$ cat src/hdl/box_blur_3x3_rgb_unit_macros.svh
// Assertion macros shared by the box blur unit's modules.
`ifndef BOX_BLUR_3X3_RGB_UNIT_MACROS_SVH
`define BOX_BLUR_3X3_RGB_UNIT_MACROS_SVH

// Same-cycle implication, checked on every rising edge outside reset.
`define BBR_CHK_NOW(name, ante, cons, msg) \
  name: assert property (@(posedge clk) disable iff (!rst_n) (ante) |-> (cons)) \
    else $error(msg);

// Next-cycle implication, checked on every rising edge outside reset.
`define BBR_CHK_NEXT(name, ante, cons, msg) \
  name: assert property (@(posedge clk) disable iff (!rst_n) (ante) |=> (cons)) \
    else $error(msg);

`endif

$ cat src/hdl/bbr_pkg.sv
// Shared types, widths and codes of the box blur unit.
package bbr_pkg;

  // Pixel channels
  localparam int CH_W   = 8;
  localparam int NUM_CH = 3;
  typedef logic [CH_W-1:0] chan_t;
  // index 2 = red, 1 = green, 0 = blue
  typedef chan_t [NUM_CH-1:0] rgb_t;

  // Frame geometry
  localparam int ROW_W         = 12;
  localparam int COL_OUT_W     = 10;
  localparam int WID_W         = 11;
  localparam int HGT_W         = 13;
  localparam int MAX_HEIGHT    = 4096;
  localparam int DEF_MAX_WIDTH = 1024;
  localparam logic [WID_W-1:0] WID_RST = 11'd1024;
  localparam logic [HGT_W-1:0] HGT_RST = 13'd768;

  // Configuration port
  localparam int CFG_IDX_W  = 1;
  localparam int CFG_DATA_W = 13;
  localparam logic [CFG_IDX_W-1:0] CFG_WIDTH  = 1'd0;
  localparam logic [CFG_IDX_W-1:0] CFG_HEIGHT = 1'd1;

  // Window and arithmetic sizes
  localparam int WIN_N     = 9;
  localparam int IDX_W     = 4;
  localparam int NUM_SLOTS = 4;
  localparam int SLOT_W    = 2;
  localparam int SUM_W     = 12;  // 9 * 255 fits
  localparam int CNT_W     = 4;   // up to 9 pixels
  localparam int NUM_W     = 13;  // 2*sum + count
  localparam int DSR_W     = 5;   // 2*count, up to 18
  localparam int REM_W     = 5;   // remainder stays below the divisor
  localparam int DIV_STEPS = 8;
  localparam int DSTEP_W   = 3;

  // Shared unit operations
  typedef logic [1:0] alu_op_t;
  localparam alu_op_t ALU_HOLD  = 2'd0;
  localparam alu_op_t ALU_ACC   = 2'd1;
  localparam alu_op_t ALU_DINIT = 2'd2;
  localparam alu_op_t ALU_DSTEP = 2'd3;

  typedef struct packed {
    alu_op_t op;
    logic    first;
    logic    incl;
  } alu_ctl_t;

  // One line buffer entry: both rows above at one column
  typedef struct packed {
    rgb_t two_above;
    rgb_t above;
  } line_pair_t;

  typedef struct packed {
    logic              first_of_frame;
    logic [CH_W-1:0]   in_red;
    logic [CH_W-1:0]   in_green;
    logic [CH_W-1:0]   in_blue;
  } in_t;

  typedef struct packed {
    logic [CH_W-1:0]      out_red;
    logic [CH_W-1:0]      out_green;
    logic [CH_W-1:0]      out_blue;
    logic [ROW_W-1:0]     out_row;
    logic [COL_OUT_W-1:0] out_col;
    logic                 last_of_run;
  } out_t;

endpackage

$ cat src/hdl/bbr_alu.sv
// Shared three-lane unit: masked accumulate and one restoring divide step per cycle.
`include "box_blur_3x3_rgb_unit_macros.svh"
module bbr_alu (
  input  logic              clk,
  input  logic              rst_n,
  input  bbr_pkg::alu_ctl_t ctl,
  input  bbr_pkg::rgb_t     pix,
  output bbr_pkg::rgb_t     quo
);
  import bbr_pkg::*;

  logic [SUM_W-1:0] sum_r   [NUM_CH];
  logic [SUM_W-1:0] sum_nxt [NUM_CH];
  logic [REM_W-1:0] rem_r   [NUM_CH];
  logic [REM_W-1:0] rem_nxt [NUM_CH];
  chan_t            quo_r   [NUM_CH];
  chan_t            quo_nxt [NUM_CH];
  logic [CNT_W-1:0] cnt_r, cnt_nxt;
  logic [DSR_W-1:0] dsr;
  logic [NUM_W-1:0] num  [NUM_CH];
  logic [REM_W:0]   shf  [NUM_CH];
  logic [REM_W:0]   diff [NUM_CH];

  // Divisor is twice the pixel count
  assign dsr = {cnt_r, 1'b0};

  // Per-lane numerator and trial subtraction
  always_comb begin
    for (int i = 0; i < NUM_CH; i++) begin
      num[i]  = {sum_r[i], 1'b0} + NUM_W'(cnt_r);
      shf[i]  = {rem_r[i], quo_r[i][CH_W-1]};
      diff[i] = shf[i] - (REM_W+1)'(dsr);
    end
  end

  always_comb begin
    cnt_nxt = cnt_r;
    for (int i = 0; i < NUM_CH; i++) begin
      sum_nxt[i] = sum_r[i];
      rem_nxt[i] = rem_r[i];
      quo_nxt[i] = quo_r[i];
    end
    case (ctl.op)
      ALU_ACC: begin
        cnt_nxt = (ctl.first ? '0 : cnt_r) + CNT_W'(ctl.incl);
        for (int i = 0; i < NUM_CH; i++) begin
          sum_nxt[i] = (ctl.first ? '0 : sum_r[i]) +
                       (ctl.incl ? SUM_W'(pix[i]) : '0);
        end
      end
      ALU_DINIT: begin
        // quotient is below 256, so the top bits start below the divisor
        for (int i = 0; i < NUM_CH; i++) begin
          rem_nxt[i] = num[i][NUM_W-1:CH_W];
          quo_nxt[i] = num[i][CH_W-1:0];
        end
      end
      ALU_DSTEP: begin
        for (int i = 0; i < NUM_CH; i++) begin
          if (shf[i] >= (REM_W+1)'(dsr)) begin
            rem_nxt[i] = diff[i][REM_W-1:0];
            quo_nxt[i] = {quo_r[i][CH_W-2:0], 1'b1};
          end else begin
            rem_nxt[i] = shf[i][REM_W-1:0];
            quo_nxt[i] = {quo_r[i][CH_W-2:0], 1'b0};
          end
        end
      end
      default: begin
      end
    endcase
  end

  always_ff @(posedge clk) begin
    cnt_r <= cnt_nxt;
    for (int i = 0; i < NUM_CH; i++) begin
      sum_r[i] <= sum_nxt[i];
      rem_r[i] <= rem_nxt[i];
      quo_r[i] <= quo_nxt[i];
    end
  end

  always_comb begin
    for (int i = 0; i < NUM_CH; i++) begin
      quo[i] = quo_r[i];
    end
  end

  `BBR_CHK_NOW(a_rem_below_div, ctl.op == ALU_DSTEP, (rem_r[0] < dsr) && (rem_r[1] < dsr) && (rem_r[2] < dsr), "remainder not below divisor")
  `BBR_CHK_NOW(a_cnt_range, ctl.op == ALU_DINIT, (cnt_r != '0) && (cnt_r <= CNT_W'(WIN_N)), "pixel count out of range")
  `BBR_CHK_NEXT(a_first_acc, (ctl.op == ALU_ACC) && ctl.first, cnt_r == CNT_W'($past(ctl.incl)), "first accumulate did not restart count")

endmodule

$ cat config.mk
export PLATFORM = sky130hd
export DESIGN_NAME = bbr_alu
export DESIGN_NICKNAME = d
export VERILOG_FILES = /design/src/hdl/bbr_pkg.sv /design/src/hdl/bbr_alu.sv
export VERILOG_INCLUDE_DIRS = /design/src /design/src/hdl
export SDC_FILE = /design/constraint.sdc
export NUM_CORES = 1
export LEC_CHECK = 0
export ABC_AREA = 1
export BUFFER_PORTS_ARGS = -buffer_cell sky130_fd_sc_hd__buf_4
export CAP_MARGIN = 40
export CORE_ASPECT_RATIO = 0.6
export CORE_MARGIN = 2
export CORE_UTILIZATION = 50
export CTS_CLUSTER_DIAMETER = 200
export DETAILED_ROUTE_END_ITERATION = 8
export GPL_TIMING_DRIVEN = 0
export PLACE_DENSITY = 0.71
export SETUP_SLACK_MARGIN = 0.15
export SLEW_MARGIN = 20
export SYNTH_ARGS = -nofsm -noshare
export SYNTH_HDL_FRONTEND = slang
export SYNTH_SLANG_ARGS = --single-unit
$ cat constraint.sdc
create_clock -name clk -period 4.1 [get_ports clk]
set_input_delay 0.205 -clock clk [delete_from_list [all_inputs] [get_ports clk]]
set_output_delay 0.205 -clock clk [all_outputs]
set_load 0.03 [all_outputs]
Word-level counts from Yosys, hierarchy flattened
Memory sizes are Yosys's and may differ from the RTL's.
Cells that the tools add are included.
- magnitude comparators: 3
- muxes and demuxes: 16
- divide/modulo/power cells: 0
- multipliers: 0
- bitwise logic cells: 0
- reductions and logical operators: 0
- equality and inequality tests: 3
- $add $sub $neg: 10
- shift operators: 0
- operators with widths (operator ; count):
    one-hot mux 24 bit (2 select lines) ; 1
    adder 13 x 4 -> 13 bit ; 3
    adder 12 x 8 -> 12 bit ; 3
    two-way mux 12 bit ; 3
    two-way mux 36 bit ; 1
    one-hot mux 15 bit (2 select lines) ; 1
    two-way mux 8 bit ; 3
    >= comparator 6 x 5 -> 1 bit ; 3
    two-way mux 5 bit ; 3
    subtractor 5 bit ; 3
    adder 4 x 1 -> 4 bit ; 1
    equality test 2 bit, second input constant ; 2
    two-way mux 4 bit ; 1
    two-way mux 1 bit ; 3
    equality test 2 x 1 -> 1 bit, second input constant ; 1
- register bits after elaboration: 4
- latch bits: 0
- bits in read-only memories: 0
- output and inout port bits: 24
- word-level logic and storage cells: 36
- memory bits (writable): 75
- memories: 3
- bits of input ports: 30
- memory list (name ; words ; bits a word ; rd ports ; clocked after Yosys merged registers in ; write ports ; line ; RTL):
    sum_r ; 3 ; 12 ; 3 ; 0 ; 3 ; bbr_alu.sv:12 ; logic [SUM_W-1:0] sum_r [NUM_CH];
    quo_r ; 3 ; 8 ; 3 ; 0 ; 3 ; bbr_alu.sv:16 ; chan_t quo_r [NUM_CH];
    rem_r ; 3 ; 5 ; 3 ; 0 ; 3 ; bbr_alu.sv:14 ; logic [REM_W-1:0] rem_r [NUM_CH];

Longest topological paths before layout
An unclocked memory read counts as a cell.
- depth after elaboration: 4
- gate-level depth with buffers: 13

Least setup slack after synthesis
No wires, ideal clock.
- path type: input to register
- start point: input port ctl[2] in the netlist's numbering
- end point: register cnt_r[0], enable pin
- stages: 2
- path slack: 1.734 ns
- arrival: 1.928 ns
- data required time: 3.662 ns
- path through: inv_1 -> nor2_1
- longest elaborated chain between the ends: 1
- RTL lines (item ; line ; RTL):
    from (decl) ; bbr_alu.sv:6 ; input bbr_pkg::alu_ctl_t ctl,
    equality test 2 x 1 -> 1 bit ; bbr_alu.sv:43 ; case (ctl.op)
    to (signal assigned) ; bbr_alu.sv:75 ; cnt_r <= cnt_nxt;
    to (decl) ; bbr_alu.sv:18 ; logic [CNT_W-1:0] cnt_r, cnt_nxt;
No other way between the ends.
A chain may end at the register's enable or synchronous reset.

==> summary.md <==
| Metric | Value |
|---|---|
| Reg clk slew, reported paths | `roughly 70 ps` |
| Startpoint Class | `flop` |
| Comb power frac | `a little under a quarter` |
| Synth cell types | `29` |
| Crit path max fanout | `8` |
| Worst Hold Class | `in -> reg` |
| Yosys top cell by area | `edfxtp_1` |
| Tmin final | `about 2400 ps` |
| Tcrit/Tclk final | `57.9%` |
| Total Routing Usage GR | `around 26%` |
| DRC viols | `0` |
| Nature of the critical path endpoint | `flop` |
| Area share of the largest cell type after synthesis | `around 38%` |
| Hold_buf cts | `0` |
| Leak Pwr | `3.71 nW` |
| Clk_lat worst skew | `between 300 and 400 ps` |
| Setup repair after global routing missed its margin | `no` |
| Top_reg_cell synth | `edfxtp_1` |
| Commonest cells post-synth | `nand2_1, inv_1, nand3_1, nor2_1, edfxtp_1` |
| Slowest stage cell on the critical path | `edfxtp_1` |
| Maximum buffer depth of the clock tree | `2` |
| Placer Congestion | `~0.93` |
| Critical path required time | `~4200 ps` |
| Routed via count | `about 5700` |
| Core ar. | `about 0.012 mm2` |
| Worst Max-Slew Pin Slew | `749 ps` |
| Crit-path max cell delay | `roughly 620 ps` |
| Clock share of power | `around a third` |
| H-tree depth reported by CTS | `3` |
| Die X | `roughly 150 um` |
| Total Power | `around 2.4 mW` |
| Final TNS setup | `0 ps` |
| Initial DRC Count | `620` |
| Die area | `approximately 0.014 mm2` |
| Pre-CTS setup slack | `~1500 ps` |
| Port Buffer Count | `slightly above 50` |
| Final nets | `996` |
| DP Cell Count | `about 1100` |
| DRT Wirelength | `16700 um` |
| Maximum vdd drop | `around 0.23 mV` |
| Switching Share | `31.1%` |
| Number of synthesized register bits | `just under 80` |
| Part of the power in registers | `around 43%` |
| Synthesized cell area | `0.00632 mm2` |
| Cell Rows | `31` |
| Post-DP HPWL | `12900 um` |
| TritonCTS clock tree | `done` |
| Post-layout util | `59.6%` |
| Max Freq | `0.421 GHz` |
| Vias per cell | `roughly 5.3` |
| PwrDens | `approximately 330 mW/mm2` |
| CTS Buf Count | `9` |
| Area Overhead vs Synth | `14.8%` |
| Most frequent cell after synthesis | `nand2_1` |
| Final Hold Vio Count | `0` |
| WHS | `between 200 and 250 ps` |
| Global-route wire length before repair | `between 20000 and 30000 um` |
| Initial antenna violation count | `0` |
| Post_cts resized | `0` |
| Die Y | `91.1 um` |
| Dpl cell area | `roughly 0.007 mm2` |
| Status | `completed` |
| Synthesized instance count | `approximately 850` |
| Seq/Total Area, Yosys | `a little under two fifths` |
| # setup viols final | `0` |
| Mean Syn Cell Area | `around 7.5 um2` |
| # IOs | `54` |
| Synth async-reset ratio | `0%` |
| Final Cell Area | `0.00725 mm2` |
| GRT overflow | `0` |
| CP Class | `reg -> reg` |
| Dominant cells by area after synthesis | `edfxtp_1, nand2_1, ha_1, inv_1, nand3_1` |
| Finished Layout Cells | `roughly 1100` |
| Layout cells sized above 1 | `a little over a tenth` |
| DRT Pass-1 Iters | `5` |
| Max-cap violations | `0` |
| Antenna Cells | `0` |
| Starting density of the core | `approximately 52%` |
| Pins Over Slew Limit | `0` |
| Max transition margin | `around 50%` |
| Largest net degree at the start of global routing | `22` |
| Setup Fix Bufs, Post-CTS | `0` |
| Drt wl/cell | `15.4 um` |
| Psw | `about 0.74 mW` |
| Number of global-route vias before repair | `between 5000 and 6000` |
| Worst path cell trace | `inv_1 > fa_1 > inv_1 > nand2_1 > a21oi_1 > nand4_1 > nand3_1 > nand2_1` |
| Pint | `roughly 1.7 mW` |
| Yosys warns | `0` |
| EDFF count, synth | `around 80` |
| Clock root cell | `clkbuf_16` |
| Arrival @ worst endpoint | `between 2000 and 2500 ps` |
| Routed Antenna Nets | `0` |
| Clock sink total | `79` |
| Worst clock skew | `between 8 and 9 ps` |
| Syn nets | `a little over 900` |
| Final worst slack | `roughly 1700 ps` |
[logic make-up (layout without fill, tap and decap cells)]
group	after synthesis	in the layout	synth area share (%)
AND/OR/NAND/NOR	486	486	32.6
buffers and inverters	151	220	9.37
flip-flops	79	79	37.5
adder cells (fa/ha/maj)	56	56	12.2
AO/OA/AOI/OAI	46	46	4.44
XOR/XNOR	28	28	3.88
[critical path, delay by kind of cell (launching register included)]
kind	cells	cell delay, ps
AOI/OAI and AO/OA	1	330
adders and majority gates	1	460
buffers and inverters	2	340
DFF	1	620
and+or+nand+nor	4	380
[flip-flops by register name (all words and copies together), names as in the netlist]
| register | count |
|---|---|
| quo_r | 24 |
| cnt_r | 4 |
| sum_r | 36 |
| rem_r | 15 |
[placed cells by master, fill, tap and decap left out, drive strengths merged]
master / n
clkinv: 2
a21oi: 23
xor2: 13
nand3: 93
bufinv: 1
inv: 136
or2: 5
ha: 47
edfxtp: 79
nand4: 16
a31oi: 6
clkinvlp: 1
a21o: 1
o21ai: 15
nor3: 1
xnor2: 15
buf: 64
nand2: 275
nor2: 89
o211ai: 1
fa: 9
nand3b: 7
clkbuf: 16
[path summary, 6_finish.rpt]
check | start | to | slack [ps] | cells past startpoint
worst max-delay path | cnt_r[2] | rem_r[0][3] | 1720 | 8
worst max register to register | cnt_r[2] | rem_r[0][3] | 1720 | 8
worst min-delay path | ctl[0] | cnt_r[0] | 230 | 2
worst min register to register | quo_r[0][17] | quo_r[0][18] | 550 | 2
[per-layer routing]
metal	share of wire, %	GRT usage (%)	vias up
li1	-	-	2863
met3	7.5	3.87	23
met2	41	37.1	217
met5	0	0	-
met4	1.5	5.79	0
met1	50	40.0	2595
[cell type report]
cell class,count,area [um2]
buffer,15,77.6
tap,165,206
sequential,79,2370
inverter,136,515
fill,1146,4920
clock inverter,4,46.3
clock buffer,12,236
multi-input combinational,616,3360
timing repair buffer,53,438
[power by group through the flow]
stage | combinational, mW | sequential, mW | clock (mW)
CTS | 0.559 | 1.03 | 0.803
global route | 0.628 | 1.04 | 0.840
floorplan | 0.346 | 1.07 | 0
global placement | 0.539 | 1.05 | 0
detailed placement | 0.554 | 1.04 | 0
finish | 0.562 | 1.03 | 0.804
No activity file was read; power rests on OpenSTA's default activity.
