[config.mk]
export PLATFORM = sky130hd
export DESIGN_NAME = bbr_ctrl
export DESIGN_NICKNAME = d
export VERILOG_FILES = /design/src/hdl/bbr_pkg.sv /design/src/hdl/bbr_ctrl.sv
export VERILOG_INCLUDE_DIRS = /design/src /design/src/hdl
export SDC_FILE = /design/constraint.sdc
export NUM_CORES = 1
export LEC_CHECK = 0
export ABC_AREA = 1
export BUFFER_PORTS_ARGS = -buffer_cell sky130_fd_sc_hd__buf_4
export CAP_MARGIN = 15
export CORE_ASPECT_RATIO = 1.4
export CORE_MARGIN = 5
export CORE_UTILIZATION = 50
export CTS_BUF_LIST = sky130_fd_sc_hd__clkbuf_4
export DETAILED_ROUTE_END_ITERATION = 12
export PLACE_DENSITY = 0.67
export SLEW_MARGIN = 10
export SYNTH_ARGS = -nofsm -noshare
export SYNTH_HDL_FRONTEND = slang
export SYNTH_SLANG_ARGS = --single-unit
[constraint.sdc]
create_clock -name clk -period 6.1 [get_ports clk]
set_input_delay 1.525 -clock clk [delete_from_list [all_inputs] [get_ports clk]]
set_output_delay 1.525 -clock clk [all_outputs]
set_load 0.05 [all_outputs]
[src/hdl/box_blur_3x3_rgb_unit_macros.svh]
// Assertion macros shared by the box blur unit's modules.
`ifndef BOX_BLUR_3X3_RGB_UNIT_MACROS_SVH
`define BOX_BLUR_3X3_RGB_UNIT_MACROS_SVH

// Same-cycle implication, checked on every rising edge outside reset.
`define BBR_CHK_NOW(name, ante, cons, msg) \
  name: assert property (@(posedge clk) disable iff (!rst_n) (ante) |-> (cons)) \
    else $error(msg);

// Next-cycle implication, checked on every rising edge outside reset.
`define BBR_CHK_NEXT(name, ante, cons, msg) \
  name: assert property (@(posedge clk) disable iff (!rst_n) (ante) |=> (cons)) \
    else $error(msg);

`endif

[src/hdl/bbr_pkg.sv]
// Shared types, widths and codes of the box blur unit.
package bbr_pkg;

  // Pixel channels
  localparam int CH_W   = 8;
  localparam int NUM_CH = 3;
  typedef logic [CH_W-1:0] chan_t;
  // index 2 = red, 1 = green, 0 = blue
  typedef chan_t [NUM_CH-1:0] rgb_t;

  // Frame geometry
  localparam int ROW_W         = 12;
  localparam int COL_OUT_W     = 10;
  localparam int WID_W         = 11;
  localparam int HGT_W         = 13;
  localparam int MAX_HEIGHT    = 4096;
  localparam int DEF_MAX_WIDTH = 1024;
  localparam logic [WID_W-1:0] WID_RST = 11'd1024;
  localparam logic [HGT_W-1:0] HGT_RST = 13'd768;

  // Configuration port
  localparam int CFG_IDX_W  = 1;
  localparam int CFG_DATA_W = 13;
  localparam logic [CFG_IDX_W-1:0] CFG_WIDTH  = 1'd0;
  localparam logic [CFG_IDX_W-1:0] CFG_HEIGHT = 1'd1;

  // Window and arithmetic sizes
  localparam int WIN_N     = 9;
  localparam int IDX_W     = 4;
  localparam int NUM_SLOTS = 4;
  localparam int SLOT_W    = 2;
  localparam int SUM_W     = 12;  // 9 * 255 fits
  localparam int CNT_W     = 4;   // up to 9 pixels
  localparam int NUM_W     = 13;  // 2*sum + count
  localparam int DSR_W     = 5;   // 2*count, up to 18
  localparam int REM_W     = 5;   // remainder stays below the divisor
  localparam int DIV_STEPS = 8;
  localparam int DSTEP_W   = 3;

  // Shared unit operations
  typedef logic [1:0] alu_op_t;
  localparam alu_op_t ALU_HOLD  = 2'd0;
  localparam alu_op_t ALU_ACC   = 2'd1;
  localparam alu_op_t ALU_DINIT = 2'd2;
  localparam alu_op_t ALU_DSTEP = 2'd3;

  typedef struct packed {
    alu_op_t op;
    logic    first;
    logic    incl;
  } alu_ctl_t;

  // One line buffer entry: both rows above at one column
  typedef struct packed {
    rgb_t two_above;
    rgb_t above;
  } line_pair_t;

  typedef struct packed {
    logic              first_of_frame;
    logic [CH_W-1:0]   in_red;
    logic [CH_W-1:0]   in_green;
    logic [CH_W-1:0]   in_blue;
  } in_t;

  typedef struct packed {
    logic [CH_W-1:0]      out_red;
    logic [CH_W-1:0]      out_green;
    logic [CH_W-1:0]      out_blue;
    logic [ROW_W-1:0]     out_row;
    logic [COL_OUT_W-1:0] out_col;
    logic                 last_of_run;
  } out_t;

endpackage

[src/hdl/bbr_ctrl.sv]
// Sequencer: position counters, 3x3 window, config registers and output register.
`include "box_blur_3x3_rgb_unit_macros.svh"
module bbr_ctrl #(
  parameter int MAX_WIDTH = bbr_pkg::DEF_MAX_WIDTH
) (
  input  logic                           clk,
  input  logic                           rst_n,
  input  logic                           in_valid,
  output logic                           in_stall,
  input  bbr_pkg::in_t                   in_data,
  output logic                           out_valid,
  input  logic                           out_stall,
  output bbr_pkg::out_t                  out_data,
  input  logic                           cfg_valid,
  output logic                           cfg_ready,
  input  logic [bbr_pkg::CFG_IDX_W-1:0]  cfg_index,
  input  logic [bbr_pkg::CFG_DATA_W-1:0] cfg_data,
  output logic [$clog2(MAX_WIDTH)-1:0]   mem_addr,
  output logic                           mem_we,
  output bbr_pkg::line_pair_t            mem_wdata,
  input  bbr_pkg::line_pair_t            mem_rdata,
  output bbr_pkg::alu_ctl_t              alu_ctl,
  output bbr_pkg::rgb_t                  alu_pix,
  input  bbr_pkg::rgb_t                  alu_quo
);
  import bbr_pkg::*;

  localparam int COL_W = $clog2(MAX_WIDTH);
  localparam int EW_W  = (WID_W > $clog2(MAX_WIDTH + 1)) ? WID_W : $clog2(MAX_WIDTH + 1);
  localparam int CX_W  = (COL_W > COL_OUT_W) ? COL_W : COL_OUT_W;

  localparam logic [2:0] ST_IDLE  = 3'd0;
  localparam logic [2:0] ST_LOAD  = 3'd1;
  localparam logic [2:0] ST_ACC   = 3'd2;
  localparam logic [2:0] ST_DINIT = 3'd3;
  localparam logic [2:0] ST_DIV   = 3'd4;
  localparam logic [2:0] ST_EMIT  = 3'd5;

  logic [2:0]           state_r, state_nxt;
  logic [NUM_SLOTS-1:0] pend_r, pend_nxt;
  logic [SLOT_W-1:0]    slot_r, slot_nxt;
  logic [IDX_W-1:0]     idx_r, idx_nxt;
  logic [DSTEP_W-1:0]   dcnt_r, dcnt_nxt;
  logic [ROW_W-1:0]     row_r, row_nxt;
  logic [COL_W-1:0]     col_r, col_nxt;
  logic [ROW_W-1:0]     cur_row_r, cur_row_nxt;
  logic [COL_W-1:0]     cur_col_r, cur_col_nxt;
  rgb_t                 px_r, px_nxt;
  rgb_t                 win_r   [WIN_N];
  rgb_t                 win_nxt [WIN_N];
  logic [WID_W-1:0]     wid_r, wid_nxt;
  logic [HGT_W-1:0]     hgt_r, hgt_nxt;
  logic                 out_valid_r, out_valid_nxt;
  out_t                 out_r, out_nxt;

  logic [EW_W-1:0]      w_eff;
  logic [HGT_W-1:0]     h_eff;
  logic                 in_acc;
  logic [HGT_W-1:0]     r0, r1, r2, rn;
  logic [EW_W-1:0]      c0, c1, cn;
  logic                 r_ge1, r_ge2, c_ge1, c_ge2, r_last, c_last;
  logic [WIN_N-1:0]     mask_w;
  logic [NUM_SLOTS-1:0] slot_bit, rest;
  logic                 emit_go;
  logic [CX_W-1:0]      colx;

  // Lowest pending result goes first (raster order)
  function automatic logic [SLOT_W-1:0] first_slot(input logic [NUM_SLOTS-1:0] p);
    logic [SLOT_W-1:0] s;
    s = '0;
    for (int i = NUM_SLOTS - 1; i >= 0; i--) begin
      if (p[i]) begin
        s = SLOT_W'(i);
      end
    end
    return s;
  endfunction

  // Window cells inside the frame for the blurred pixel of a slot
  function automatic logic [WIN_N-1:0] cell_mask(input logic [SLOT_W-1:0] s,
                                                 input logic rg1, input logic rg2,
                                                 input logic cg1, input logic cg2);
    logic [2:0]       rok;
    logic [2:0]       cok;
    logic [WIN_N-1:0] m;
    rok = {1'b1, rg1, !s[1] && rg2};
    cok = {1'b1, cg1, !s[0] && cg2};
    for (int k = 0; k < 3; k++) begin
      for (int j = 0; j < 3; j++) begin
        m[k*3+j] = rok[k] && cok[j];
      end
    end
    return m;
  endfunction

  // Effective frame size
  always_comb begin
    if (wid_r == '0) begin
      w_eff = EW_W'(1);
    end else if (EW_W'(wid_r) > EW_W'(MAX_WIDTH)) begin
      w_eff = EW_W'(MAX_WIDTH);
    end else begin
      w_eff = EW_W'(wid_r);
    end
    if (hgt_r == '0) begin
      h_eff = HGT_W'(1);
    end else if (hgt_r > HGT_W'(MAX_HEIGHT)) begin
      h_eff = HGT_W'(MAX_HEIGHT);
    end else begin
      h_eff = hgt_r;
    end
  end

  assign in_stall  = (state_r != ST_IDLE);
  assign in_acc    = in_valid && !in_stall;
  assign cfg_ready = 1'b1;

  // Position of an incoming item, wrapped into the frame
  always_comb begin
    r0 = in_data.first_of_frame ? '0 : HGT_W'(row_r);
    c0 = in_data.first_of_frame ? '0 : EW_W'(col_r);
    if (c0 >= w_eff) begin
      c1 = '0;
      r1 = r0 + HGT_W'(1);
    end else begin
      c1 = c0;
      r1 = r0;
    end
    r2 = (r1 >= h_eff) ? '0 : r1;
  end

  // Item flags
  assign r_ge1  = (cur_row_r != '0);
  assign r_ge2  = (cur_row_r >= ROW_W'(2));
  assign c_ge1  = (cur_col_r != '0);
  assign c_ge2  = (cur_col_r >= COL_W'(2));
  assign c_last = (EW_W'(cur_col_r) + EW_W'(1) == w_eff);
  assign r_last = (HGT_W'(cur_row_r) + HGT_W'(1) == h_eff);
  assign cn     = EW_W'(cur_col_r) + EW_W'(1);
  assign rn     = HGT_W'(cur_row_r) + HGT_W'(1);
  assign mask_w = cell_mask(slot_r, r_ge1, r_ge2, c_ge1, c_ge2);

  // Result bookkeeping
  assign slot_bit = NUM_SLOTS'(1) << slot_r;
  assign rest     = pend_r & ~slot_bit;
  assign emit_go  = (state_r == ST_EMIT) && (!out_valid_r || !out_stall);
  assign colx     = CX_W'(cur_col_r) - CX_W'(!slot_r[0]);

  // Line buffer port
  assign mem_addr  = (state_r == ST_IDLE) ? c1[COL_W-1:0] : cur_col_r;
  assign mem_we    = (state_r == ST_LOAD);
  assign mem_wdata = '{two_above: mem_rdata.above, above: px_r};

  // Shared unit drive
  always_comb begin
    alu_ctl = '{op: ALU_HOLD, first: 1'b0, incl: 1'b0};
    alu_pix = win_r[idx_r];
    case (state_r)
      ST_ACC:   alu_ctl = '{op: ALU_ACC, first: (idx_r == '0), incl: mask_w[idx_r]};
      ST_DINIT: alu_ctl.op = ALU_DINIT;
      ST_DIV:   alu_ctl.op = ALU_DSTEP;
      default: begin
      end
    endcase
  end

  // Sequencer
  always_comb begin
    state_nxt     = state_r;
    pend_nxt      = pend_r;
    slot_nxt      = slot_r;
    idx_nxt       = idx_r;
    dcnt_nxt      = dcnt_r;
    row_nxt       = row_r;
    col_nxt       = col_r;
    cur_row_nxt   = cur_row_r;
    cur_col_nxt   = cur_col_r;
    px_nxt        = px_r;
    wid_nxt       = wid_r;
    hgt_nxt       = hgt_r;
    out_nxt       = out_r;
    out_valid_nxt = out_valid_r;
    for (int i = 0; i < WIN_N; i++) begin
      win_nxt[i] = win_r[i];
    end

    // output register drains independently of the sequencer
    if (out_valid_r && !out_stall) begin
      out_valid_nxt = 1'b0;
    end

    // config write
    if (cfg_valid && cfg_ready) begin
      case (cfg_index)
        CFG_WIDTH:  wid_nxt = cfg_data[WID_W-1:0];
        CFG_HEIGHT: hgt_nxt = cfg_data[HGT_W-1:0];
        default: begin
        end
      endcase
    end

    case (state_r)
      ST_IDLE: begin
        if (in_acc) begin
          cur_row_nxt = r2[ROW_W-1:0];
          cur_col_nxt = c1[COL_W-1:0];
          px_nxt      = {in_data.in_red, in_data.in_green, in_data.in_blue};
          state_nxt   = ST_LOAD;
        end
      end
      ST_LOAD: begin
        // shift window left, bring in the new column
        for (int k = 0; k < 3; k++) begin
          win_nxt[k*3]   = win_r[k*3+1];
          win_nxt[k*3+1] = win_r[k*3+2];
        end
        win_nxt[2] = mem_rdata.two_above;
        win_nxt[5] = mem_rdata.above;
        win_nxt[8] = px_r;
        // advance position counters
        if (cn >= w_eff) begin
          col_nxt = '0;
          row_nxt = (rn >= h_eff) ? '0 : rn[ROW_W-1:0];
        end else begin
          col_nxt = cn[COL_W-1:0];
          row_nxt = cur_row_r;
        end
        pend_nxt = {r_last && c_last, r_last && c_ge1, r_ge1 && c_last, r_ge1 && c_ge1};
        slot_nxt = first_slot(pend_nxt);
        idx_nxt  = '0;
        state_nxt = (pend_nxt == '0) ? ST_IDLE : ST_ACC;
      end
      ST_ACC: begin
        idx_nxt = idx_r + IDX_W'(1);
        if (idx_r == IDX_W'(WIN_N - 1)) begin
          state_nxt = ST_DINIT;
        end
      end
      ST_DINIT: begin
        dcnt_nxt  = '0;
        state_nxt = ST_DIV;
      end
      ST_DIV: begin
        dcnt_nxt = dcnt_r + DSTEP_W'(1);
        if (dcnt_r == DSTEP_W'(DIV_STEPS - 1)) begin
          state_nxt = ST_EMIT;
        end
      end
      ST_EMIT: begin
        if (emit_go) begin
          out_nxt.out_red     = alu_quo[2];
          out_nxt.out_green   = alu_quo[1];
          out_nxt.out_blue    = alu_quo[0];
          out_nxt.out_row     = cur_row_r - ROW_W'(!slot_r[1]);
          out_nxt.out_col     = colx[COL_OUT_W-1:0];
          out_nxt.last_of_run = (rest == '0);
          out_valid_nxt       = 1'b1;
          pend_nxt            = rest;
          slot_nxt            = first_slot(rest);
          idx_nxt             = '0;
          state_nxt           = (rest == '0) ? ST_IDLE : ST_ACC;
        end
      end
      default: begin
        state_nxt = ST_IDLE;
      end
    endcase
  end

  // Control state
  always_ff @(posedge clk) begin
    if (!rst_n) begin
      state_r     <= ST_IDLE;
      pend_r      <= '0;
      slot_r      <= '0;
      idx_r       <= '0;
      dcnt_r      <= '0;
      row_r       <= '0;
      col_r       <= '0;
      wid_r       <= WID_RST;
      hgt_r       <= HGT_RST;
      out_valid_r <= 1'b0;
      for (int i = 0; i < WIN_N; i++) begin
        win_r[i] <= '0;
      end
    end else begin
      state_r     <= state_nxt;
      pend_r      <= pend_nxt;
      slot_r      <= slot_nxt;
      idx_r       <= idx_nxt;
      dcnt_r      <= dcnt_nxt;
      row_r       <= row_nxt;
      col_r       <= col_nxt;
      wid_r       <= wid_nxt;
      hgt_r       <= hgt_nxt;
      out_valid_r <= out_valid_nxt;
      for (int i = 0; i < WIN_N; i++) begin
        win_r[i] <= win_nxt[i];
      end
    end
  end

  // Payload
  always_ff @(posedge clk) begin
    cur_row_r <= cur_row_nxt;
    cur_col_r <= cur_col_nxt;
    px_r      <= px_nxt;
    out_r     <= out_nxt;
  end

  assign out_valid = out_valid_r;
  assign out_data  = out_r;

  `BBR_CHK_NEXT(a_accept_loads, in_valid && !in_stall, state_r == ST_LOAD, "accepted item did not start a line read")
  `BBR_CHK_NOW(a_idle_no_pending, state_r == ST_IDLE, pend_r == '0, "results still pending in idle")
  `BBR_CHK_NEXT(a_last_ends_item, emit_go && out_nxt.last_of_run, state_r == ST_IDLE, "last result did not end the item")

endmodule

### Word-level counts from Yosys, hierarchy flattened

Memories as Yosys holds them, arrays and structs flattened. A register that Yosys moved wholly into a read port is not among the register bits.
Index checks and enable logic that the tools add are counted.

* $add $sub $neg: 7
* order comparisons: 9
* equality and inequality tests: 14
* shifts and indexed selects: 1
* multiplexer cells: 55
* bitwise logic cells: 12
* reductions and logical operators: 38

Operator list (number)
* 216-bit 2-to-1 mux: 1
* 24-bit 2-to-1 mux: 9
* 10-bit 2-to-1 mux: 4
* 13-bit 2-to-1 mux: 3
* 12-bit 2-to-1 mux: 3
* 12-bit by 1-bit adder with 13-bit output, second input constant: 2
* 13-bit greater-or-equal comparator: 2
* 2-bit 2-to-1 mux: 12
* 11-bit 2-to-1 mux: 2
* 3-bit case mux with 6 select lines: 1
* 4-bit 2-to-1 mux: 4
* 2-bit AND reduction: 7
* 13-bit equality test: 1
* 13-bit > comparator, second input constant: 1
* 13-bit zero test: 1
* 12-bit by 2-bit greater-or-equal comparator with 1-bit output, second input constant: 1
* 1-bit logical AND: 12
* 4-bit zero test: 3
* 3-bit 2-to-1 mux: 4
* 4-bit case mux with 3 select lines: 1
* 12-bit nonzero test: 1
* 12-bit by 1-bit subtractor with 12-bit output: 1
* 10-bit by 1-bit adder with 11-bit output, second input constant: 1
* 11-bit equality test: 1
* other kinds (33): 58

* register bits: 156
* bits in writable memories: 216
* bits of input ports: 116
* output and inout port bits: 137
* word-level logic and storage cells: 158
* memories kept: 1

Memories
* win_r: words 9, width 24, read ports 7, clocked after Yosys merged registers in 1, wr ports 9, RTL line bbr_ctrl.sv:49 `rgb_t win_r [WIN_N];`

### Longest topological paths before layout

Gate-level depths: netlist of the first run.

* depth after elaboration: 10
* gate-level depth with buffers: 22
* gate-level depth less buffers: 20

### Least setup slack after synthesis of the first run

Ideal clock, no wire load.

* path kind: in2out
* from: in in_data[24] (netlist name)
* to: out mem_addr[2]
* data arrival time: 3.837 ns
* path slack: 0.738 ns
* cell stages on the path: 13
* cells stage by stage: buf_6 > buf_4 > buf_2 > nor2_1 > ha_1 > a21oi_1 > nor2_1 > a21oi_2 > nand4_2 > buf_6 > nor3_2 > nand2_1 > o21ai_0

* longest elaborated chain between the ends: 4

RTL lines
* from (decl): RTL line bbr_ctrl.sv:10 `input bbr_pkg::in_t in_data,`
* 10-bit 2-to-1 mux *: RTL line bbr_ctrl.sv:121 `c0 = in_data.first_of_frame ? '0 : EW_W'(col_r);`
* 10-bit by 11-bit greater-or-equal comparator with 1-bit output: RTL line bbr_ctrl.sv:122 `if (c0 >= w_eff) begin`
* 10-bit 2-to-1 mux *: RTL line bbr_ctrl.sv:122
* net c1[2]: RTL line bbr_ctrl.sv:60 `logic [EW_W-1:0] c0, c1, cn;`
* 10-bit 2-to-1 mux *: RTL line bbr_ctrl.sv:150 `assign mem_addr = (state_r == ST_IDLE) ? c1[COL_W-1:0] : cur_col_r;`
* to (decl): RTL line bbr_ctrl.sv:18 `output logic [$clog2(MAX_WIDTH)-1:0] mem_addr,`

Mark *: on every way through the listed nets, which the timed path passes. The rest lies on a longest branch.

### Worst setup path after layout of the first run

* from: reg wid_r[2]
* to: out mem_addr[9]

* longest elaborated chain between the ends: 6

RTL lines
* from (decl): RTL line bbr_ctrl.sv:51 `logic [WID_W-1:0] wid_r, wid_nxt;`
* from (signal assigned): RTL line bbr_ctrl.sv:294 `wid_r <= wid_nxt;`
* 11-bit > comparator: RTL line bbr_ctrl.sv:100 `end else if (EW_W'(wid_r) > EW_W'(MAX_WIDTH)) begin`
* 11-bit 2-to-1 mux: RTL line bbr_ctrl.sv:100
* 11-bit 2-to-1 mux *: RTL line bbr_ctrl.sv:98 `if (wid_r == '0) begin`
* 10-bit by 11-bit greater-or-equal comparator with 1-bit output *: RTL line bbr_ctrl.sv:122
* 10-bit 2-to-1 mux *: RTL line bbr_ctrl.sv:122
* net c1[9]: RTL line bbr_ctrl.sv:60
* 10-bit 2-to-1 mux *: RTL line bbr_ctrl.sv:150

Marked as above.

==> results of run 1 <==
## final cells by class
cell class	instances	area share, %
multi-input combinational	1188	29.2
clock buffer	132	4.40
inverter	385	6.48
sequential	376	47.2
tap	522	2.90
clock inverter	37	0.784
timing repair buffer	266	9.00
antenna	1	0.0111
## worst paths after layout
kind,cells past startpoint,end,from
worst max-delay path,15,mem_addr[9],wid_r[2]$_SDFFE_PN0P_
worst min-delay path,2,row_r[1]$_SDFFE_PN0P_,row_r[1]$_SDFFE_PN0P_
worst max register to register,20,cur_row_r[5]$_SDFFCE_PP0P_,wid_r[2]$_SDFFE_PN0P_
worst min register to register,2,row_r[1]$_SDFFE_PN0P_,row_r[1]$_SDFFE_PN0P_
## logic make-up (layout without fill, tap and decap cells)
kind of cell	Yosys count	in the layout	share of synthesized area (%)
compound gates	314	314	9.11
fa+ha+maj	62	62	3.99
xor+xnor	36	36	1.66
buf+inv	525	820	11.6
mux	48	48	2.47
other cells	1	2	0.0193
simple gates	727	727	16.5
flops	376	376	54.6
## cells in the mapped netlist (2+ instances only)
library cell,instances,area (um2)
inv_2,14,52.6
o21ai_1,20,100
nor2_2,12,75.1
nand3_2,2,20.0
clkinv_1,2,7.51
mux2i_1,48,480
dfxtp_1,67,1340
a21oi_1,95,475
buf_6,4,45.0
nor3_2,14,140
a22oi_1,4,30.0
nand2_4,3,33.8
xor2_1,32,280
nor2_4,4,45.0
nor2_8,3,60.1
nor3_1,14,70.1
o21ai_0,123,616
nand4_1,14,87.6
nand2_2,12,75.1
ha_1,62,776
a21oi_2,2,17.5
o21ai_2,2,17.5
edfxtp_1,309,9280
a31oi_1,2,12.5
o211ai_1,62,465
nor4_1,5,31.3
buf_4,60,450
buf_1,6,22.5
buf_2,18,90.1
clkbuf_1,52,195
xnor2_1,3,26.3
nand2_1,454,1700
inv_1,368,1380
nor2_1,117,439
nand3_1,64,320
## per-stage QoR
step | hold slack [ns] | power [mW]
2_1_floorplan | 0.426 | 6.44
3_3_place_gp | 0.441 | 7.35
3_5_place_dp | 0.448 | 7.40
4_1_cts | 0.460 | 9.51
5_1_grt | 0.494 | 10.0
6_report | 0.459 | 9.42
## registers in the layout, indices dropped and copies added (netlist names), 10 cells and up, named ones only
name       flops
cur_row_r     12
hgt_r         13
col_r         10
out_data      47
win_r        216
row_r         12
wid_r         11
cur_col_r     10
mem_wdata     24
## per-layer routing
layer	part of all wire, %	vias up	GRT usage [%]
met5	0	-	0
met4	3.6	0	9.18
met1	38	6899	26.2
li1	-	7273	-
met2	52	460	40.9
met3	5.9	124	4.53
## worst register-to-register path: cells and delay by family, from the launching register on
family,cells,cell delay [ns]
and+or+nand+nor,12,2.20
adders and majority gates,2,0.67
buffers and inverters,3,0.64
AOI/OAI and AO/OA,3,0.58
DFF,1,0.33
## power breakdown
part	leakage [nW]	internal, mW	switching (mW)	total [mW]
Clock	0.692	1.04	1.03	2.08
Combinational	6.45	1.06	2.37	3.43
Sequential	3.68	3.51	0.403	3.91
==> flow_summary.ini, run 1 <==
[die]
die_area_mm2 = 0.0430
io_pins = 253
die_h_um = 243
start_util_pct = 50.5
die_x_um = 177
rows = 85
core_mm2 = 0.0385

[timing]
fmax_ghz = 0.185
fin_crit_sh_pct = 88.6
finalHoldViolCount = 0
maxSlewViolCount = 0
worst-slew-pin-transition_ns = 1.01
finalWorstSetupSlack_ns = 0.694
rsz0062_at_grt = no
skew_ns = 0.0476
setup_tns_ns = 0
setup_viol = 0
maxSlewHeadroom_pct = 32.8
min_period_ns = 5.41

[min_path]
hold_path_class = reg -> reg

[grt]
antenna_found_initial = 1
grt_use_total_pct = 22.7
grt_pass1_vias = 14800
grt-ovfl-total = 0
grt_max_degree = 161
grt_pass1_wl_um = 77600

[setup_path]
worst-path-max-fanout = 11
cpPeakStageDelay_ns = 0.38
path_buf_inv = 2
rrSetupSlack_ns = 1.39
cp.required_ns = 4.58
slowest_stage = nand4_2
path_cells = nor4_1 -> nand4_1 -> nor3_1 -> nor2_1 -> inv_1 -> nand2_1 -> ha_1 -> a21oi_1 -> nor2_1 -> a21oi_2 -> nand4_2 -> nor3_1 -> nand2_1 -> o21ai_0 -> buf_4
critPathTopFamily = simple AND/OR/NAND/NOR gates
endpoint_kind = output port
start_kind = register
worstSetupPathType = reg -> out
crit_arrival_ns = 3.88

[place]
dp.cells = 2737
dp.final_hpwl_um = 34400
placed_area_mm2 = 0.0213
gp_congestion = 0.915
port-buffer-count = 251
post-place-ws_ns = 0.623

[yosys]
syn_area_per_cell_um2 = 9.30
async_reset_ff_share_pct = 0
netlist_instances = 2089
synth-edff-count = 309
yosys_warnings = 0
netlist_area_mm2 = 0.0194
synth_cell_type_count = 51
synth_ff_type = edfxtp_1
synth-seq-area-share_pct = 54.6
ys_ff_latch = 376
syn_nets = 2267

[job]
max_cap_viol_count = 0

[detailed_routing]
viasPerCell = 5.08
wire_per_inst_um = 17.1
wirelength_um = 49600
first_pass_iters = 5
initialDrtViolationCount = 909
ant_nets = 0
drc = 0
num_vias = 14756

[finish]
seqCellArea_mm2 = 0.0106
fin_cells = 2907
area_growth_pct = 15.8
drive_gt1_share_pct = 20.3
n_fill_cell = 3505
layout_commonest_cell = nand2_1
final_area_mm2 = 0.0225
postLayoutCoreUtil_pct = 58.5
finalNetCount = 2488
multiInputGateArea_mm2 = 0.00658
final_cell_mix = nand2_1 (453), inv_1 (368), edfxtp_1 (309), buf_4 (263), clkbuf_4 (132)

[clock_network]
path_clk_slew_ns = 0.07
clk_latency_ns = 0.77
cts_root_buffer = clkbuf_4
postCtsSetupBuffers = 0
cts_hold_buf = 0
cts_buffers = 93
cts_htree_levels = 3
clock_path_buffers = 3
cts.sinks = 376
cts_resized = 0
cts_tree = built

[power_and_ir_drop]
p_leak_nw = 10.8
power.density_mw_per_mm2 = 419
ir_worst_vdd_uv = 385

[outcome]
status = finished, final reports clean
Power figures use the tool's default switching activity.
==> run 2: changes to the inputs <==
--- a/config.mk
+++ b/config.mk
@@ -7,14 +7,14 @@
 export NUM_CORES = 1
 export LEC_CHECK = 0
 export ABC_AREA = 1
-export BUFFER_PORTS_ARGS = -buffer_cell sky130_fd_sc_hd__buf_4
 export CAP_MARGIN = 15
 export CORE_ASPECT_RATIO = 1.4
 export CORE_MARGIN = 5
 export CORE_UTILIZATION = 50
 export CTS_BUF_LIST = sky130_fd_sc_hd__clkbuf_4
 export DETAILED_ROUTE_END_ITERATION = 12
-export PLACE_DENSITY = 0.67
+export DONT_BUFFER_PORTS = 1
+export PLACE_DENSITY = 0.61
 export SLEW_MARGIN = 10
 export SYNTH_ARGS = -nofsm -noshare
 export SYNTH_HDL_FRONTEND = slang
==> flow_summary.ini, run 2 (same netlist as run 1, synthesis figures left out) <==
[outcome]
status = finished, final reports clean

[timing]
fin_crit_sh_pct = 92.0
skew_ns = 0.0490
hold_slack_ns = 0.458
fmax_ghz = 0.178
setup_tns_ns = 0
finalHoldViolCount = 0
rsz0062_at_grt = no
setup_viol = 0
maxSlewHeadroom_pct = 30.1
maxSlewViolCount = 0
worst-slew-pin-transition_ns = 1.05
min_period_ns = 5.61

[die]
die_area_mm2 = 0.0430
core_mm2 = 0.0385
die_x_um = 177
rows = 85
die_h_um = 243
io_pins = 253
start_util_pct = 50.5

[grt]
grt_pass1_wl_um = 74800
grt_pass1_vias = 13891
grt-ovfl-total = 0
antenna_found_initial = 6
grt_max_degree = 250
grt_use_total_pct = 22.1

[setup_path]
ff2ff_path_depth = 20
endpoint_kind = output port
worstReg2RegEnd = cur_row_r[4]$_SDFFCE_PP0P_
start_kind = register
worstSetupPathType = reg -> out
worstReg2RegStart = wid_r[2]$_SDFFE_PN0P_
cp.required_ns = 4.58
crit_arrival_ns = 4.09
rrSetupSlack_ns = 1.52
worst-path-max-fanout = 26

[power_and_ir_drop]
ir_worst_vdd_uv = 245
power.density_mw_per_mm2 = 440
p_leak_nw = 9.71

[clock_network]
cts_tree = built
postCtsSetupBuffers = 0
clk_latency_ns = 0.79
clock_path_buffers = 3
cts_resized = 0
cts_htree_levels = 3
cts.sinks = 376
path_clk_slew_ns = 0.06
cts_hold_buf = 0
cts_root_buffer = clkbuf_4
cts_buffers = 98

[min_path]
min-delay-start = row_r[11]$_SDFFE_PN0P_
worstHoldPathCells = 2
hold_path_class = reg -> reg
hold_end = row_r[11]$_SDFFE_PN0P_

[place]
gp_congestion = 0.891
port-buffer-count = 0
dp.final_hpwl_um = 32800

[finish]
n_fill_cell = 3621
largest_reg_flops = 216
finalNetCount = 2251
multiInputGateArea_mm2 = 0.00658
regMostFlops = win_r
seqCellArea_mm2 = 0.0106
drive_gt1_share_pct = 11.9
area_growth_pct = 6.90
final_cell_mix = nand2_1 (453), inv_1 (368), edfxtp_1 (309), clkbuf_4 (142), nor2_1 (115)
layout_commonest_cell = nand2_1

[detailed_routing]
wirelength_um = 48000
first_pass_iters = 5
ant_nets = 0
viasPerCell = 5.13
drc = 0
num_vias = 13724
initialDrtViolationCount = 1015
wire_per_inst_um = 18.0

[job]
max_cap_viol_count = 0
## run 2: cell types whose count changed in the layout (fill, tap and decap cells not counted), moves of 3 or more
cell | previous run | this run
buf_4 | 263 | 21
clkbuf_4 | 132 | 142
clkinv_1 | 31 | 28
clkinv_2 | 2 | 5
o21ai_0 | 123 | 114
o21ai_1 | 20 | 29
## run 2: worst max-delay path, cell delays in order, from the launching register on
cell     delay [ns]
dfxtp_1        0.33
nor4_1         0.27
nand4_1        0.11
nor3_1         0.19
nor2_1         0.08
inv_1          0.17
nand2_1        0.14
ha_1           0.36
a21oi_1        0.14
nor2_1         0.06
a21oi_2        0.11
nand4_2        0.35
buf_4          0.37
nor3_1         0.22
nand2_1        0.08
o21ai_1        0.09
buf_4          0.22
## run 2: worst max-delay path by stage
| stage | depth (start not counted) | slack [ns] | to | from |
|---|---|---|---|---|
| 2_1_floorplan | 13 | 0.74 | mem_addr[2] | in_data[24] |
| 3_3_place_gp | 11 | 1.04 | mem_addr[1] | in_data[24] |
| 3_5_place_dp | 11 | 1.01 | mem_addr[1] | in_data[24] |
| 4_1_cts | 16 | 0.38 | mem_addr[1] | wid_r[2]$_SDFFE_PN0P_ |
| 5_1_grt | 16 | 0.21 | mem_addr[1] | wid_r[2]$_SDFFE_PN0P_ |
| 6_report | 16 | 0.49 | mem_addr[1] | wid_r[2]$_SDFFE_PN0P_ |
## run 2: metal layers
metal  vias up  share of wire, %  track usage, %
met1      6428                39            25.0
met3       122               5.9            5.61
met4         6               4.8            11.8
li1       6803                 -               -
met2       365                51            38.2
met5         -             0.058               0
## run 2: cell type report
type	count	area share (%)
clock buffers	142	5.13
diodes	3	0.0361
multi-input cells	1188	31.7
well taps	522	3.14
flip-flops and latches	376	51.1
repair buffers	24	1.05
clock inverters	36	0.825
inverters	385	7.02
## run 2: where the power goes
part | internal (mW) | switching, mW | leakage (nW)
Combinational | 0.819 | 2.10 | 5.29
Clock | 1.11 | 1.05 | 0.741
Sequential | 3.51 | 0.559 | 3.68
Total | 5.44 | 3.71 | 9.71
## run 2: stage by stage
step                      instances  power [mW]  utilization, %  setup WS [ns]  area (um2)
after floorplan                2089        6.44               -          0.738       19400
after global placement         2495        7.00            50.7           1.04       19500
after detailed placement       2495        7.06            50.7           1.01       19500
after CTS                      2673        9.25            53.9          0.376       20800
after global routing           2674        9.75            53.9          0.209       20800
final                          2676        9.15            54.0          0.488       20800
==> run 3: changes to the inputs <==
--- a/config.mk
+++ b/config.mk
@@ -11,7 +11,6 @@
 export CORE_ASPECT_RATIO = 1.4
 export CORE_MARGIN = 5
 export CORE_UTILIZATION = 50
-export CTS_BUF_LIST = sky130_fd_sc_hd__clkbuf_4
 export DETAILED_ROUTE_END_ITERATION = 12
 export DONT_BUFFER_PORTS = 1
 export PLACE_DENSITY = 0.61
==> flow_summary.ini, run 3 (same netlist as run 1, synthesis figures left out) <==
[outcome]
status = finished, final reports clean

[clock_network]
postCtsSetupBuffers = 0
cts_htree_levels = 2
cts.sinks = 376
cts_tree = built
path_clk_slew_ns = 0.06
cts_root_buffer = clkbuf_16
clk_latency_ns = 0.53
cts_buffers = 40
cts_resized = 0
cts_hold_buf = 0
clock_path_buffers = 3

[timing]
min_period_ns = 5.36
finalWorstSetupSlack_ns = 0.742
finalHoldViolCount = 0
fin_crit_sh_pct = 87.8
setup_tns_ns = 0
fmax_ghz = 0.187
worst-slew-pin-transition_ns = 1.05
rsz0062_at_grt = no
maxSlewHeadroom_pct = 29.7
skew_ns = 0.0205
setup_viol = 0
maxSlewViolCount = 0

[place]
dp.final_hpwl_um = 32800
port-buffer-count = 0
gp_congestion = 0.891
post-place-ws_ns = 1.01

[die]
io_pins = 253
die_area_mm2 = 0.0430
die_x_um = 177
rows = 85
core_mm2 = 0.0385
start_util_pct = 50.5
die_h_um = 243

[setup_path]
slowest_stage = buf_4
worstReg2RegEnd = cur_row_r[4]$_SDFFCE_PP0P_
worstSetupPathType = reg -> out
critPathTopFamily = simple AND/OR/NAND/NOR gates
cp.required_ns = 4.58
crit_start = wid_r[2]$_SDFFE_PN0P_
cpPeakStageDelay_ns = 0.37
worstReg2RegStart = wid_r[2]$_SDFFE_PN0P_
cp.depth = 16
path_buf_inv = 3
rrSetupSlack_ns = 1.52
endpoint = mem_addr[1]
crit_arrival_ns = 3.83
endpoint_kind = output port
ff2ff_path_depth = 20
path_cells = nor4_1 -> nand4_1 -> nor3_1 -> nor2_1 -> inv_1 -> nand2_1 -> ha_1 -> a21oi_1 -> nor2_1 -> a21oi_2 -> nand4_2 -> buf_4 -> nor3_1 -> nand2_1 -> o21ai_1 -> buf_4
worst-path-max-fanout = 26
start_kind = register

[detailed_routing]
first_pass_iters = 5
num_vias = 13374
wire_per_inst_um = 18.5
drc = 0
wirelength_um = 47500
viasPerCell = 5.21
initialDrtViolationCount = 1079
ant_nets = 0

[min_path]
hold_path_class = reg -> reg
min-delay-start = row_r[11]$_SDFFE_PN0P_

[job]
max_cap_viol_count = 0

[finish]
final_cell_mix = nand2_1 (453), inv_1 (368), edfxtp_1 (309), nor2_1 (115), o21ai_0 (114)
area_growth_pct = 7.21
drive_gt1_share_pct = 7.83
largest_reg_flops = 216
regMostFlops = win_r
finalNetCount = 2193
layout_commonest_cell = nand2_1

[power_and_ir_drop]
ir_worst_vdd_uv = 226
p_leak_nw = 9.59
power.density_mw_per_mm2 = 453

[grt]
antenna_found_initial = 5
grt-ovfl-total = 0
grt_use_total_pct = 21.6
grt_pass1_vias = 13288
grt_max_degree = 250
grt_pass1_wl_um = 73400
-- run 3: worst min path at each step --
stage | cells past startpoint | slack [ns] | to
floorplan | 2 | 0.43 | row_r[1]$_SDFFE_PN0P_
global placement | 2 | 0.44 | row_r[11]$_SDFFE_PN0P_
detailed placement | 2 | 0.45 | row_r[10]$_SDFFE_PN0P_
CTS | 2 | 0.46 | row_r[10]$_SDFFE_PN0P_
global route | 2 | 0.47 | row_r[11]$_SDFFE_PN0P_
finish | 2 | 0.46 | row_r[11]$_SDFFE_PN0P_
-- run 3: per-stage QoR --
stage	utilization [%]	std cells	area, um2	power (mW)	hold WS, ns
6_report	54.1	2568	20800	9.44	0.456
5_1_grt	54.1	2565	20800	9.98	0.473
4_1_cts	54.1	2565	20800	9.53	0.458
3_5_place_dp	50.7	2495	19500	7.06	0.448
3_3_place_gp	50.7	2495	19500	7.00	0.441
2_1_floorplan	-	2089	19400	6.44	0.426
-- run 3: where the power goes --
part / switching (mW) / internal (mW) / leakage (nW)
clock network: 0.989 / 1.45 / 0.625
logic: 2.11 / 0.819 / 5.29
registers: 0.561 / 3.51 / 3.68
total: 3.66 / 5.78 / 9.59
-- run 3: per-layer routing --
| layer | vias up | global-route usage [%] | routed length [um] |
|---|---|---|---|
| met5 | - | 0 | 21 |
| met4 | 4 | 9.08 | 2060 |
| met3 | 114 | 4.73 | 2590 |
| met2 | 327 | 38.1 | 24100 |
| met1 | 6320 | 25.3 | 18700 |
| li1 | 6609 | - | - |
-- run 3: worst reg2reg max path, cell delays in order (launching register included) --
cell and delay (ns):
dfxtp_1 0.33, nor4_1 0.27, nand4_1 0.10, nor3_1 0.19, nor2_1 0.08, inv_1 0.18
nand2_1 0.15, ha_1 0.36, a21oi_1 0.14, nor2_1 0.06, a21oi_2 0.12, nand4_2 0.36
buf_4 0.37, o21ai_0 0.25, inv_1 0.07, ha_1 0.31, nand2_1 0.08, nor4b_1 0.27
nand4_1 0.13, nand3_1 0.38, nor2_1 0.10
-- run 3: cell type report --
type | count | area, um2
Timing Repair Buffer | 24 | 218
Clock buffer | 49 | 1070
Multi-Input combinational cell | 1188 | 6580
Inverter | 385 | 1460
Sequential cell | 376 | 10600
Antenna cell | 3 | 7.51
Fill cell | 3525 | 17700
Clock inverter | 21 | 233
Tap cell | 522 | 653
